File: src/cmsn_pkg.sv
package cmsn_pkg;

    localparam int NumCellsDefault = 1024;
    localparam int NumTypesDefault = 16;
    localparam int SumWidthDefault = 48;

    localparam int CellW  = 10;
    localparam int TypeW  = 4;
    localparam int CompW  = 16;
    localparam int CountW = 16;
    localparam int MaskW  = 16;
    localparam int MagW   = 64;

    localparam logic OP_ACCUM   = 1'b0;
    localparam logic OP_READOUT = 1'b1;

    typedef struct packed {
        logic              opcode;
        logic [CellW-1:0]  cell_index;
        logic [TypeW-1:0]  material_type;
        logic signed [CompW-1:0] spin_x;
        logic signed [CompW-1:0] spin_y;
        logic signed [CompW-1:0] spin_z;
        logic [CompW-1:0]  moment;
    } cmsn_in_t;

    typedef struct packed {
        logic [CellW-1:0]  out_cell;
        logic signed [CompW-1:0] dir_x;
        logic signed [CompW-1:0] dir_y;
        logic signed [CompW-1:0] dir_z;
        logic [CompW-1:0]  mag_ratio;
        logic              cell_empty;
        logic              zero_length;
    } cmsn_out_t;

    typedef enum logic [3:0] {
        ST_CLEAR, ST_IDLE, ST_ACC_RD, ST_ACC_WR, ST_RO_RD, ST_RO_MAG,
        ST_RO_SHIFT, ST_RO_SQUARE, ST_RO_SQRT, ST_RO_DIV, ST_RO_DONE
    } cmsn_state_t;

    // Commands from the controller to the datapath.
    typedef struct packed {
        logic load;
        logic clear_step;
        logic rd;
        logic acc_wr;
        logic mag;
        logic shift_step;
        logic square_step;
        logic sqrt_init;
        logic sqrt_step;
        logic div_init;
        logic div_step;
        logic ro_wr;
        logic emit;
    } cmsn_cmd_t;

    typedef struct packed {
        logic clear_done;
        logic shift_done;
        logic square_done;
        logic sqrt_done;
        logic div_done;
        logic skip;
    } cmsn_stat_t;

endpackage

File: src/cmsn_ctrl.sv
module cmsn_ctrl
    import cmsn_pkg::*;
(
    input  logic       clk,
    input  logic       rst_n,
    input  logic       start,
    input  logic       opcode,
    input  cmsn_stat_t stat,
    output cmsn_cmd_t  cmd,
    output logic       busy
);

    cmsn_state_t state_reg, state_next;

    always_ff @(posedge clk or negedge rst_n)
    begin
        if (!rst_n)
        begin
            state_reg <= ST_CLEAR;
        end
        else
        begin
            state_reg <= state_next;
        end
    end

    always_comb
    begin
        state_next = state_reg;
        cmd        = '0;
        busy       = 1'b1;
        unique case (state_reg)
            ST_CLEAR:
            begin
                cmd.clear_step = 1'b1;
                if (stat.clear_done)
                begin
                    state_next = ST_IDLE;
                end
            end
            ST_IDLE:
            begin
                busy = 1'b0;
                if (start)
                begin
                    cmd.load   = 1'b1;
                    state_next = (opcode == OP_READOUT) ? ST_RO_RD : ST_ACC_RD;
                end
            end
            ST_ACC_RD:
            begin
                cmd.rd     = 1'b1;
                state_next = ST_ACC_WR;
            end
            ST_ACC_WR:
            begin
                cmd.acc_wr = 1'b1;
                state_next = ST_IDLE;
            end
            ST_RO_RD:
            begin
                cmd.rd     = 1'b1;
                state_next = ST_RO_MAG;
            end
            ST_RO_MAG:
            begin
                cmd.mag    = 1'b1;
                state_next = ST_RO_SHIFT;
            end
            ST_RO_SHIFT:
            begin
                if (stat.skip)
                begin
                    state_next = ST_RO_DONE;
                end
                else if (stat.shift_done)
                begin
                    state_next = ST_RO_SQUARE;
                end
                else
                begin
                    cmd.shift_step = 1'b1;
                end
            end
            ST_RO_SQUARE:
            begin
                cmd.square_step = 1'b1;
                if (stat.square_done)
                begin
                    cmd.sqrt_init = 1'b1;
                    state_next    = ST_RO_SQRT;
                end
            end
            ST_RO_SQRT:
            begin
                cmd.sqrt_step = 1'b1;
                if (stat.sqrt_done)
                begin
                    cmd.sqrt_step = 1'b0;
                    cmd.div_init  = 1'b1;
                    state_next    = ST_RO_DIV;
                end
            end
            ST_RO_DIV:
            begin
                cmd.div_step = 1'b1;
                if (stat.div_done)
                begin
                    cmd.div_step = 1'b0;
                    state_next   = ST_RO_DONE;
                end
            end
            ST_RO_DONE:
            begin
                cmd.ro_wr  = 1'b1;
                cmd.emit   = 1'b1;
                state_next = ST_IDLE;
            end
            default:
            begin
                state_next = ST_IDLE;
            end
        endcase
    end

    assert property (@(posedge clk) disable iff (!rst_n)
        cmd.emit |=> !busy)
        else $error("readout did not return to idle");
    assert property (@(posedge clk) disable iff (!rst_n)
        (!busy && start) |=> busy)
        else $error("accepted transaction did not raise busy");
    assert property (@(posedge clk) disable iff (!rst_n)
        cmd.acc_wr |-> $past(cmd.rd))
        else $error("accumulate write without read");

endmodule

File: config.mk
export PLATFORM = sky130hd
export DESIGN_NAME = cmsn_ctrl
export DESIGN_NICKNAME = d
export VERILOG_FILES = /design/src/cmsn_pkg.sv /design/src/cmsn_ctrl.sv
export SDC_FILE = /design/constraint.sdc
export NUM_CORES = 1
export LEC_CHECK = 0
export BUFFER_PORTS_ARGS = -buffer_cell sky130_fd_sc_hd__buf_2
export CAP_MARGIN = 20
export CORE_AREA = 2 2 39 41
export CTS_CLUSTER_DIAMETER = 50
export DETAILED_ROUTE_END_ITERATION = 10
export DIE_AREA = 0 0 41 43
export GPL_ROUTABILITY_DRIVEN = 0
export PLACE_DENSITY = 0.72
export REMOVE_ABC_BUFFERS = 1
export SLEW_MARGIN = 20
export SYNTH_ARGS = -nofsm -noshare
export SYNTH_HDL_FRONTEND = slang
export SYNTH_SLANG_ARGS = --single-unit
File: constraint.sdc
create_clock -name clk -period 1.7 [get_ports clk]
set_input_delay 0.17 -clock clk [delete_from_list [all_inputs] [get_ports clk]]
set_output_delay 0.17 -clock clk [all_outputs]
set_load 0.01 [all_outputs]
Word level (Yosys, flattened, before mapping)
Cells that the tools add are included.
{ "word_totals": {"out_inout_bits": 14, "elab_cells": 46, "in_bits": 10, "register_bits": 4} }
{ "op_classes": {"reduce_logical": 3, "n_eq_ne": 16, "mux": 26} }
{ "op_table": {"columns": ["operator", "n"], "rows": [
  ["case mux 4 bit (9 select lines)", 1],
  ["2-to-1 mux 4 bit", 7],
  ["equality test 4 x 3 -> 1 bit (second input constant)", 4],
  ["2-to-1 mux 1 bit", 13],
  ["equality test 4 bit (second input constant)", 3],
  ["!= test 2 bit (second input constant)", 5],
  ["equality test 4 x 2 -> 1 bit (second input constant)", 2],
  ["2-to-1 mux 2 bit", 4],
  ["AND reduction 6 bit", 1],
  ["equality test 4 x 1 -> 1 bit (second input constant)", 1],
  ["logical NOT 4 bit", 1],
  ["2-to-1 mux 3 bit", 1],
  ["!= test 3 bit (second input constant)", 1],
  ["OR reduction 2 bit", 1]
]} }

Longest topological paths before layout
{ "depth": {"word_depth": 3, "ltp_mapped": 5, "ltp_nobuf": 4} }

Worst setup path before layout
Ideal clock, no wire load.
{ "synth_path": {"path_kind": "register to register", "from": "register state_reg[0]", "to": "register state_reg[0]", "arrival_time_ns": 1.435, "n_path_buf": 1, "path_stages_with_launch": 6, "synth_period_minus_slack_ns": 1.560, "setup_slack_ns": 0.140, "path_cell_list": "dfrtp_1 > buf_6 > or3_4 > o22a_4 > o311ai_4 > mux2_4"} }
{ "synth_between": {"elab_chain_len": 3, "word_cells_on_any_way": 17, "classes_between": "14 x eq/ne; 1 x mux; 2 x reduce/logical"} }
{ "synth_lines": {"columns": ["element", "line_no", "rtl"], "rows": [
  ["start: declaration", "cmsn_ctrl.sv:13", "cmsn_state_t state_reg, state_next;"],
  ["start signal: assignment", "cmsn_ctrl.sv:23", "state_reg <= state_next;"],
  ["equality test 4 x 3 -> 1 bit (tied with other cells)", "cmsn_ctrl.sv:32", "unique case (state_reg)"],
  ["!= test 3 bit (no line) / != test 2 bit (equally long branches)", null, null],
  ["AND reduction 6 bit (no line)", null, null]
]} }
Parallel ways exist; a longest one is shown, timed or not.
A chain may end at the register's enable or synchronous reset.

==> flow_summary.json <==
{
  "cts_max_level": 1,
  "wl_um": 1190,
  "die-area_um2": 1760,
  "viasPerCell": 5.22,
  "finalMaxSlewViolations": 0,
  "critical_path.max_fanout": 7,
  "switching_share": 0.457,
  "cts.clk_slew.worst_paths_ns": 0.04,
  "die_h_um": 43,
  "synthDistinctLibCells": 30,
  "whs_ns": 0.268,
  "clockBufferDepth": 2,
  "setup_viol": 0,
  "fillers": 144,
  "synthCells": 58,
  "place_hpwl_um": 914,
  "cts_tree": "built",
  "clock_sinks": 4,
  "drc": 0,
  "fmax_mhz": 626,
  "postCtsSetupRepairBufs": 0,
  "rsz0062_at_grt": "no",
  "cts_resized": 0,
  "end_kind": "primary output",
  "largest_reg_flops": 4,
  "clkLatencyLatePin_ns": 0.24,
  "fp-row-count": 14,
  "grt_usage": 0.154,
  "initial_core_util": 0.341,
  "setup.worst_path.class": "reg2out",
  "finalCritPeriodShare": 0.939,
  "antenna_found_initial": 0,
  "drive_above_1_share": 0.434,
  "syn_avg_cell_area_um2": 8.13,
  "yosysTopAreaCellShare": 0.212,
  "leakage_nw": 0.327,
  "yosysSeqAreaShare": 0.212,
  "synth_area_leader_cell": "dfrtp_1",
  "ios": 24,
  "die_w_um": 41,
  "fin_util": 0.459,
  "cap_violations": 0,
  "grt_max_degree": 14,
  "finalWorstSetupSlack_ns": 0.104,
  "ys_ff_latch": 4,
  "yosysWarnings": 0,
  "area_growth_pct": 34.7,
  "cts_buffers": 3,
  "status": "completed",
  "io_buffers": 23,
  "arrival_ns": 1.43,
  "grt_pass1_vias": 431,
  "drt_iter0_drc": 4,
  "synth_area_leaders": "dfrtp_1 21%, o311ai_4 5.6%, a21oi_1 4.2%",
  "ant_nets": 0,
  "grt_pass1_wl_um": 1810,
  "cts_root_buf": "clkbuf_4",
  "ir_drop_uv": 642,
  "fin_crit_ns": 1.60,
  "reg2reg_depth": 4,
  "worst_pin_slew_ns": 0.351,
  "relSlewSlack": 0.766,
  "clock_skew_ns": 0.00504,
  "start_kind": "register",
  "hold_viol_final": 0,
  "required_ns": 1.53,
  "setup_tns_ns": 0,
  "seqPwrFrac": 0.175,
  "p_clk_frac": 0.109,
  "hold_class": "in2async",
  "wire_per_inst_um": 12.0,
  "combPwrFrac": 0.715,
  "drtPass1Iterations": 3,
  "cts_hold_buffers": 1,
  "vias": 517,
  "core_area_um2": 1380,
  "nets": 95,
  "grt.overflow.total": 0,
  "netlist_area_um2": 472,
  "power_density_nw_per_um2": 1700,
  "pre_cts_ws_ns": 0.176,
  "p_int_mw": 0.588,
  "n_antenna_cell": 0,
  "power.switching_mw": 0.494
}
metrics by stage:
stage	std cells	instance area [um2]	power, mW
4_1_cts	99	636	1.09
5_1_grt	99	636	1.18
3_5_place_dp	95	603	0.960
6_report	99	636	1.08
2_1_floorplan	51	430	0.701
3_3_place_gp	95	603	0.944
worst max-delay path, cell delays in order (launching register included):
cell and delay (ns):
dfrtp_1 0.39, nand2b_1 0.30, nor4b_1 0.32, buf_2 0.18
synthesized netlist by cell type:
cell	instances
or3_4	1
nor2_1	5
a21oi_1	4
buf_2	3
nor4_1	2
mux2_4	1
and4b_1	1
o311ai_4	1
o22ai_1	1
xnor2_1	1
nand2b_1	3
buf_4	1
nor4b_1	1
o21ai_0	3
dfrtp_1	4
inv_1	2
nor2b_1	2
nand2_1	3
and2_1	1
nand4b_1	1
nor3b_1	2
clkbuf_1	2
o22a_4	1
buf_6	1
nand3b_1	1
o31ai_1	2
mux2_2	1
and3_1	1
mux2i_1	2
nor3_1	4
power groups by stage:
stage,clock (mW),sequential (mW),combinational [mW]
after global placement,0,0.189,0.756
after floorplan,0,0.268,0.432
after CTS,0.127,0.189,0.774
after detailed placement,0,0.191,0.769
final,0.119,0.190,0.774
after global routing,0.132,0.196,0.856
layer usage:
| metal | vias up | GRT usage | share of wire |
|---|---|---|---|
| met3 | 2 | 0.0471 | 0.083 |
| met4 | 0 | 0.0800 | 0.013 |
| met1 | 228 | 0.205 | 0.49 |
| li1 | 265 | - | - |
| met5 | - | 0 | 0 |
| met2 | 22 | 0.216 | 0.42 |
area by class of cell:
type	count	area (um2)	share of cell area
inverters	2	7.51	0.0118
clock buffers	3	22.5	0.0354
repair buffers	29	163	0.256
flip-flops and latches	4	100	0.157
multi-input cells	45	323	0.508
well taps	16	20.0	0.0315
logic make-up (layout without fill, tap and decap cells):
group | after synthesis | after routing | synth area share
xor+xnor | 1 | 1 | 0.0186
buf+inv | 9 | 34 | 0.103
simple gates | 28 | 28 | 0.355
compound gates | 12 | 12 | 0.212
flops | 4 | 4 | 0.212
mux | 4 | 4 | 0.0981
final timing paths:
kind                                 to         start  slack, ns
min                        state_reg[3]         rst_n       0.27
min reg2reg                state_reg[3]  state_reg[1]       0.60
max in group asynchronous  state_reg[1]         rst_n       1.31
max                              cmd[3]  state_reg[2]       0.10
min in group clk           state_reg[3]       stat[3]       0.27
max reg2reg                state_reg[0]  state_reg[0]       0.17
cell usage in the layout (no fill, tap or decap), types with 3 or more instances in the layout:
master and count:
nand2_1 3, dfrtp_1 4, nand2b_1 3, o21ai_0 3, buf_2 23, a21oi_1 4
buf_4 5, nor3_1 4, nor2_1 5, clkbuf_4 3
(Power assumes the default switching activity.)
